--- src/rtl/hmmd_pkg.sv ---
// ---------------------------------------------------------------------------
// hmmd_pkg
// Shared types and constants of the hazard mask margin dilation block.
// ---------------------------------------------------------------------------
package hmmd_pkg;

  localparam int CFG_IDX_W  = 3;
  localparam int CFG_DATA_W = 16;

  localparam logic [CFG_IDX_W-1:0] REG_HALO_RADIUS  = 3'd0;
  localparam logic [CFG_IDX_W-1:0] REG_CHECK_DEPTH  = 3'd1;
  localparam logic [CFG_IDX_W-1:0] REG_MIN_DEPTH    = 3'd2;
  localparam logic [CFG_IDX_W-1:0] REG_TILE_ROWS    = 3'd3;
  localparam logic [CFG_IDX_W-1:0] REG_TILE_COLS    = 3'd4;

  // cell flag bit positions
  localparam int FLAG_LAND      = 0;
  localparam int FLAG_DRYING    = 1;
  localparam int FLAG_SHALLOW   = 2;
  localparam int FLAG_UNK_DEPTH = 3;
  localparam int FLAG_NO_CHART  = 4;
  localparam int FLAG_UNK_CLASS = 5;
  localparam int FLAG_MARGIN    = 6;
  localparam int FLAG_NEED_TILE = 7;

  localparam int BASE_FLAGS_W = 6;

  localparam int OUT_FIFO_DEPTH = 4;
  localparam int OUT_PTR_W      = 2;
  localparam int OUT_LVL_W      = 3;

  // one history entry: bits kept per grid cell
  typedef struct packed {
    logic                    ms;
    logic                    hz;
    logic [BASE_FLAGS_W-1:0] base;
  } hist_t;

  typedef struct packed {
    logic [7:0] flags;
    logic [5:0] row;
    logic [5:0] col;
    logic       last;
  } result_t;

endpackage

--- src/rtl/hmmd_out_fifo.sv ---
// ---------------------------------------------------------------------------
// hmmd_out_fifo
// Small result buffer between the window pipeline and the output channel.
// ---------------------------------------------------------------------------
module hmmd_out_fifo (
  input  logic                       clk,
  input  logic                       rst,
  input  logic                       push,
  input  hmmd_pkg::result_t          push_data,
  output logic                       out_valid,
  input  logic                       out_stall,
  output hmmd_pkg::result_t          head,
  output logic [hmmd_pkg::OUT_LVL_W-1:0] level
);
  import hmmd_pkg::*;

  result_t               entries [OUT_FIFO_DEPTH];
  logic [OUT_PTR_W-1:0]  wptr;
  logic [OUT_PTR_W-1:0]  rptr;
  logic                  pop;

  assign out_valid = (level != '0);
  assign pop       = out_valid && !out_stall;
  assign head      = entries[rptr];

  always_ff @(posedge clk) begin
    if (rst) begin
      wptr  <= '0;
      rptr  <= '0;
      level <= '0;
    end else begin
      if (push) begin
        wptr <= wptr + OUT_PTR_W'(1);
      end
      if (pop) begin
        rptr <= rptr + OUT_PTR_W'(1);
      end
      case ({push, pop})
        2'b10:   level <= level + OUT_LVL_W'(1);
        2'b01:   level <= level - OUT_LVL_W'(1);
        default: level <= level;
      endcase
    end
  end

  always_ff @(posedge clk) begin
    if (push) begin
      entries[wptr] <= push_data;
    end
  end

endmodule

--- config.mk ---
export PLATFORM = sky130hd
export DESIGN_NAME = hmmd_out_fifo
export DESIGN_NICKNAME = d
export VERILOG_FILES = /design/src/rtl/hmmd_pkg.sv /design/src/rtl/hmmd_out_fifo.sv
export SDC_FILE = /design/constraint.sdc
export NUM_CORES = 1
export LEC_CHECK = 0
export BUFFER_PORTS_ARGS = -buffer_cell sky130_fd_sc_hd__buf_2
export CORE_ASPECT_RATIO = 0.6
export CORE_UTILIZATION = 52
export CTS_CLUSTER_DIAMETER = 120
export DETAILED_ROUTE_END_ITERATION = 12
export PLACE_DENSITY = 0.74
export SLEW_MARGIN = 10
export SYNTH_ARGS = -nofsm -noshare
export SYNTH_HDL_FRONTEND = slang
export SYNTH_SLANG_ARGS = --single-unit
--- constraint.sdc ---
create_clock -name clk -period 2.79 [get_ports clk]
set_input_delay 0.279 -clock clk [delete_from_list [all_inputs] [get_ports clk]]
set_output_delay 0.279 -clock clk [all_outputs]
set_load 0.005 [all_outputs]
After elaboration in Yosys (flattened, before gate mapping)
Memory sizes are Yosys's and may differ from the RTL's. A register that Yosys moved wholly into a read port is not among the register bits.
Cells that the tools add are included.
- reduce and logical (&&, ||, !) cells: 4
- mux-type cells: 5
- equality and inequality tests: 2
- add/sub/neg operators: 4
- operators by type and width (operator ; number):
    3-bit one-hot mux with 2 select lines ; 1
    2-bit by 1-bit adder with 2-bit output (second input constant) ; 2
    2-bit two-way mux ; 2
    3-bit by 1-bit adder with 3-bit output (second input constant) ; 1
    3-bit nonzero test ; 1
    3-bit by 1-bit subtractor with 3-bit output (second input constant) ; 1
    2-bit by 1-bit == test with 1-bit output (second input constant) ; 1
    2-bit == test (second input constant) ; 1
    1-bit two-way mux ; 2
    2-bit nonzero test ; 1
    1-bit logical AND ; 1
    1-bit zero test ; 1
- output and inout port bits: 25
- memories: 1
- memory bits (writable): 84
- logic and storage cells: 19
- register bits: 7
- memory list (name ; depth ; width ; read ports ; clocked after Yosys merged registers in ; write ports ; line ; RTL):
    entries ; 4 ; 21 ; 1 ; 1 ; 1 ; hmmd_out_fifo.sv:17 ; result_t entries [OUT_FIFO_DEPTH];

Depth between registers and ports, before layout
- depth in word-level cells: 4
- gate-level depth with buffers: 8
- depth with buffers taken out: 8

Worst setup path before layout
Ideal clock, no wire load.
- kind: register to register
- start point: reg level[0] (netlist name)
- end point: reg level[2] (netlist name)
- setup time: 0.070 ns
- buffers on the path: 0
- data required time: 2.720 ns
- stages on the path, launching flop included: 9
- slack: 1.015 ns
- arrival: 1.704 ns
- cell sequence: dfxtp_1 > nor3_2 > nor2_1 > ha_1 > inv_1 > fa_1 > xor2_1 > or3_1 > a21oi_1
- longest elaborated chain between the ends: 4
- elaborated cells on any way between the ends: 8
- those cells by class: add/sub (2); eq/ne (2); mux (1); reduce/logical (3)
- ends and longest elaborated chain (element ; line ; RTL):
    start: declaration ; hmmd_out_fifo.sv:13 ; output logic [hmmd_pkg::OUT_LVL_W-1:0] level
    start signal: assignment ; hmmd_out_fifo.sv:39 ; 2'b10: level <= level + OUT_LVL_W'(1);
    start signal: assignment ; hmmd_out_fifo.sv:40 ; 2'b01: level <= level - OUT_LVL_W'(1);
    start signal: assignment ; hmmd_out_fifo.sv:41 ; default: level <= level;
    3-bit nonzero test (*) ; hmmd_out_fifo.sv:22 ; assign out_valid = (level != '0);
    1-bit logical AND (*) ; hmmd_out_fifo.sv:23 ; assign pop = out_valid && !out_stall;
    via pop ; hmmd_out_fifo.sv:20 ; logic pop;
    2-bit by 1-bit == test with 1-bit output / 2-bit == test (equally long branches) ; hmmd_out_fifo.sv:38 ; case ({push, pop})
    3-bit one-hot mux with 2 select lines / 2-bit nonzero test (equally long branches) ; -- ;
The timed path passes the listed nets; every way through them passes the cells marked *.
A chain may end at the register's enable or synchronous reset.

==> flow_summary.ini <==
[worst_hold_path]
min_from = push_data[14]
hold_path_class = in -> reg
hold_depth = 1
hold_path_end = entries[1][14]

[global_routing]
antenna_found_initial = 0
grt_pass1_vias = 1713
grt_max_degree = 22
grtUsageTotal_pct = 18.52
grt_overflow_total = 0
grt_pass1_wl_um = 8832

[logic_synthesis]
synth_compound_area_share_pct = 0.8584
synth_nets = 190
synth-edff-count = 84
synthTopCellsByArea = edfxtp_1 72%, mux4_2 13%, dfxtp_1 5.2%, ha_1 1.8%, inv_1 0.75%
synth_most_common_cell = edfxtp_1
netlist_instances = 159
synthSimpleGateAreaFrac_pct = 2.647
synth_top_family_by_area = multiplexers
netlist_area_um2 = 3498
yosysTopAreaCell = edfxtp_1
synth.distinct_cells = 22
synth_seq_cells = 93
synthFlopType = edfxtp_1
synthAdderAreaFrac_pct = 2.361
synth_top_area_share_pct = 72.10
synth_async_sr_flop_share_pct = 0
synthTopCellsByCount = 84 x edfxtp_1, 20 x mux4_2, 9 x dfxtp_1
muxShareOfSynthArea_pct = 14.34
syn_area_per_cell_um2 = 22.00
yosysSeqAreaShare_pct = 77.25
synth_xor_area_share_pct = 0.7511
ys_warn_count = 0

[sta]
whs_ns = 0.1365
fin_setup_tns_ns = 0
fin_crit_sh_pct = 81.36
period_needed_ns = 2.270
relSlewSlack_pct = 47.49
hold_viol = 0
tightest_slew_ns = 0.7877
setup_viol = 0
rsz0062_at_grt = false
fin_skew_ns = 0.004958
max_freq_mhz = 440.5
slew_viol_final = 0

[layout]
diodes = 0
layout.cells.non_filler = 308
drive_gt1_share_pct = 40.63
fill_cells = 431
syn2layout_area_growth_pct = 15.34
final_nets = 250

[critical_path]
reg2reg_to = level[2]
crit_buf_inv = 1
critPathArrivalTime_ns = 1.99
endpoint_kind = primary output
r2r_cells = 8
crit_family = flip-flops
slowest_stage = dfxtp_2
path_max_fanout = 21
path_cells = mux4_1 -> buf_2
r2r-start = level[1]
critPathRequiredTime_ns = 2.51
crit_type = reg -> out
critPathMaxStageDelay_ns = 0.85
critPathLaunchType = register
reg2reg_slack_ns = 0.86

[floorplan]
die_w_um = 107.9
die_y_um = 65.54
initial_core_util_pct = 55.50
io_pins = 50
core_um2 = 6304
rows = 22
die_area_um2 = 7071

[clock_network]
clk_pin_slew_ns = 0.08
cts_tree = yes
clock_latency_ns = 0.35
h-tree-depth = 3
numCtsBuffers = 9
post_cts_buffers = 0
cts_hold_buf = 0
cts_root_buf = clkbuf_8
clock_path_buffers = 2
cts_sinks = 93
postCtsResizedCells = 0

[placed_design]
gp_congestion = 0.7562
dp_cells = 292
port_buffers = 49
dp_hpwl_um = 3679

[power]
p_leak_nw = 1.404
netSwitchingFraction_pct = 24.89
p_clk_share_pct = 26.6
p_switching_uw = 779.4
power_density_nw_per_um2 = 775.9
p_seq_share_pct = 55.0
p_int_mw = 2.352
ir_worst_vdd_mv = 0.4338
combPwrFrac_pct = 18.5

[run_status]
status = completed

[drt]
routed_wl_um = 5759
remaining_drc_errors = 0
drtPass1Iterations = 4
drt-initial-drc-count = 84
routedWlPerCell_um = 18.70
ant_nets = 0
dr_total_vias = 1680
viasPerCell = 5.455

[run]
cap_violations = 0
worst max path at each step:
stage / start / end / slack [ns] / cells past startpoint
floorplan: level[0] / level[2] / 1.02 / 8
global placement: register / head[15] / 0.88 / 2
detailed placement: register / head[15] / 0.83 / 2
CTS: register / head[15] / 0.44 / 2
global route: register / head[15] / 0.35 / 2
finish: register / head[15] / 0.52 / 2
power groups by stage:
stage                     Clock [mW]  Sequential, mW  Combinational (mW)
after floorplan                    0            1.69               0.427
after global placement             0            1.74               0.552
after detailed placement           0            1.76               0.581
after CTS                      0.861            1.73               0.583
after global routing           0.910            1.74               0.633
final                          0.832            1.72               0.578
layout by cell type, fill, tap and decap left out, types with 2 or more instances in the layout:
master	n
mux4_2	20
buf_4	5
or3_1	2
edfxtp_1	84
clkbuf_1	3
ha_1	5
clkbuf_8	9
buf_2	49
a21oi_1	4
dfxtp_1	8
inv_1	7
and2_1	4
xor2_1	2
o21ai_0	2
clkinv_2	2
nor2_1	7
registers in the layout, summed over array words and instances (netlist names), named ones only:
register,count
entries,84
level,3
rptr,2
wptr,2
through the flow:
| stage | worst slack, ns | area (um^2) | util (%) | power (mW) |
|---|---|---|---|---|
| 2_1_floorplan | 1.015 | 3498 | - | 2.113 |
| 3_3_place_gp | 0.8806 | 3851 | 61.10 | 2.295 |
| 3_5_place_dp | 0.8317 | 3851 | 61.10 | 2.340 |
| 4_1_cts | 0.4408 | 4035 | 64.01 | 3.171 |
| 5_1_grt | 0.3520 | 4035 | 64.01 | 3.286 |
| 6_report | 0.5199 | 4035 | 64.01 | 3.131 |
routing by layer:
metal  wire length (um)  up-vias  share of wire (%)  global-route usage, %
met5                  0        -                  0                      0
met4                 46        0               0.80                  4.110
met3                367        5                6.4                  8.532
met2               2804       50                 49                  30.53
met1               2540      869                 44                  22.59
li1                   -      756                  -                      -
kinds of logic (layout without fill, tap and decap cells):
| family | count (synthesis) | in the layout |
|---|---|---|
| buf+inv | 12 | 77 |
| xor+xnor | 3 | 3 |
| flops | 93 | 93 |
| fa+ha+maj | 6 | 6 |
| compound gates | 6 | 6 |
| simple gates | 16 | 16 |
| mux | 23 | 23 |
layout make-up:
class	count	area [um^2]	share of cell area (%)
clock inverter	4	48.80	1.209
multi-input combinational	54	733.2	18.17
clock buffer	12	135.1	3.349
sequential	93	2704	67.01
timing repair buffer	54	282.8	7.008
inverter	7	26.28	0.6512
tap	84	105.1	2.605
worst reg2reg max path: stages, from the launching register on:
cell	delay [ns]
dfxtp_1	0.42
nor3_2	0.10
nor2_1	0.13
ha_1	0.19
inv_1	0.06
fa_1	0.37
xor2_1	0.16
or3_1	0.31
a21oi_1	0.14
Note: power is estimated with default switching activity, not from simulation.
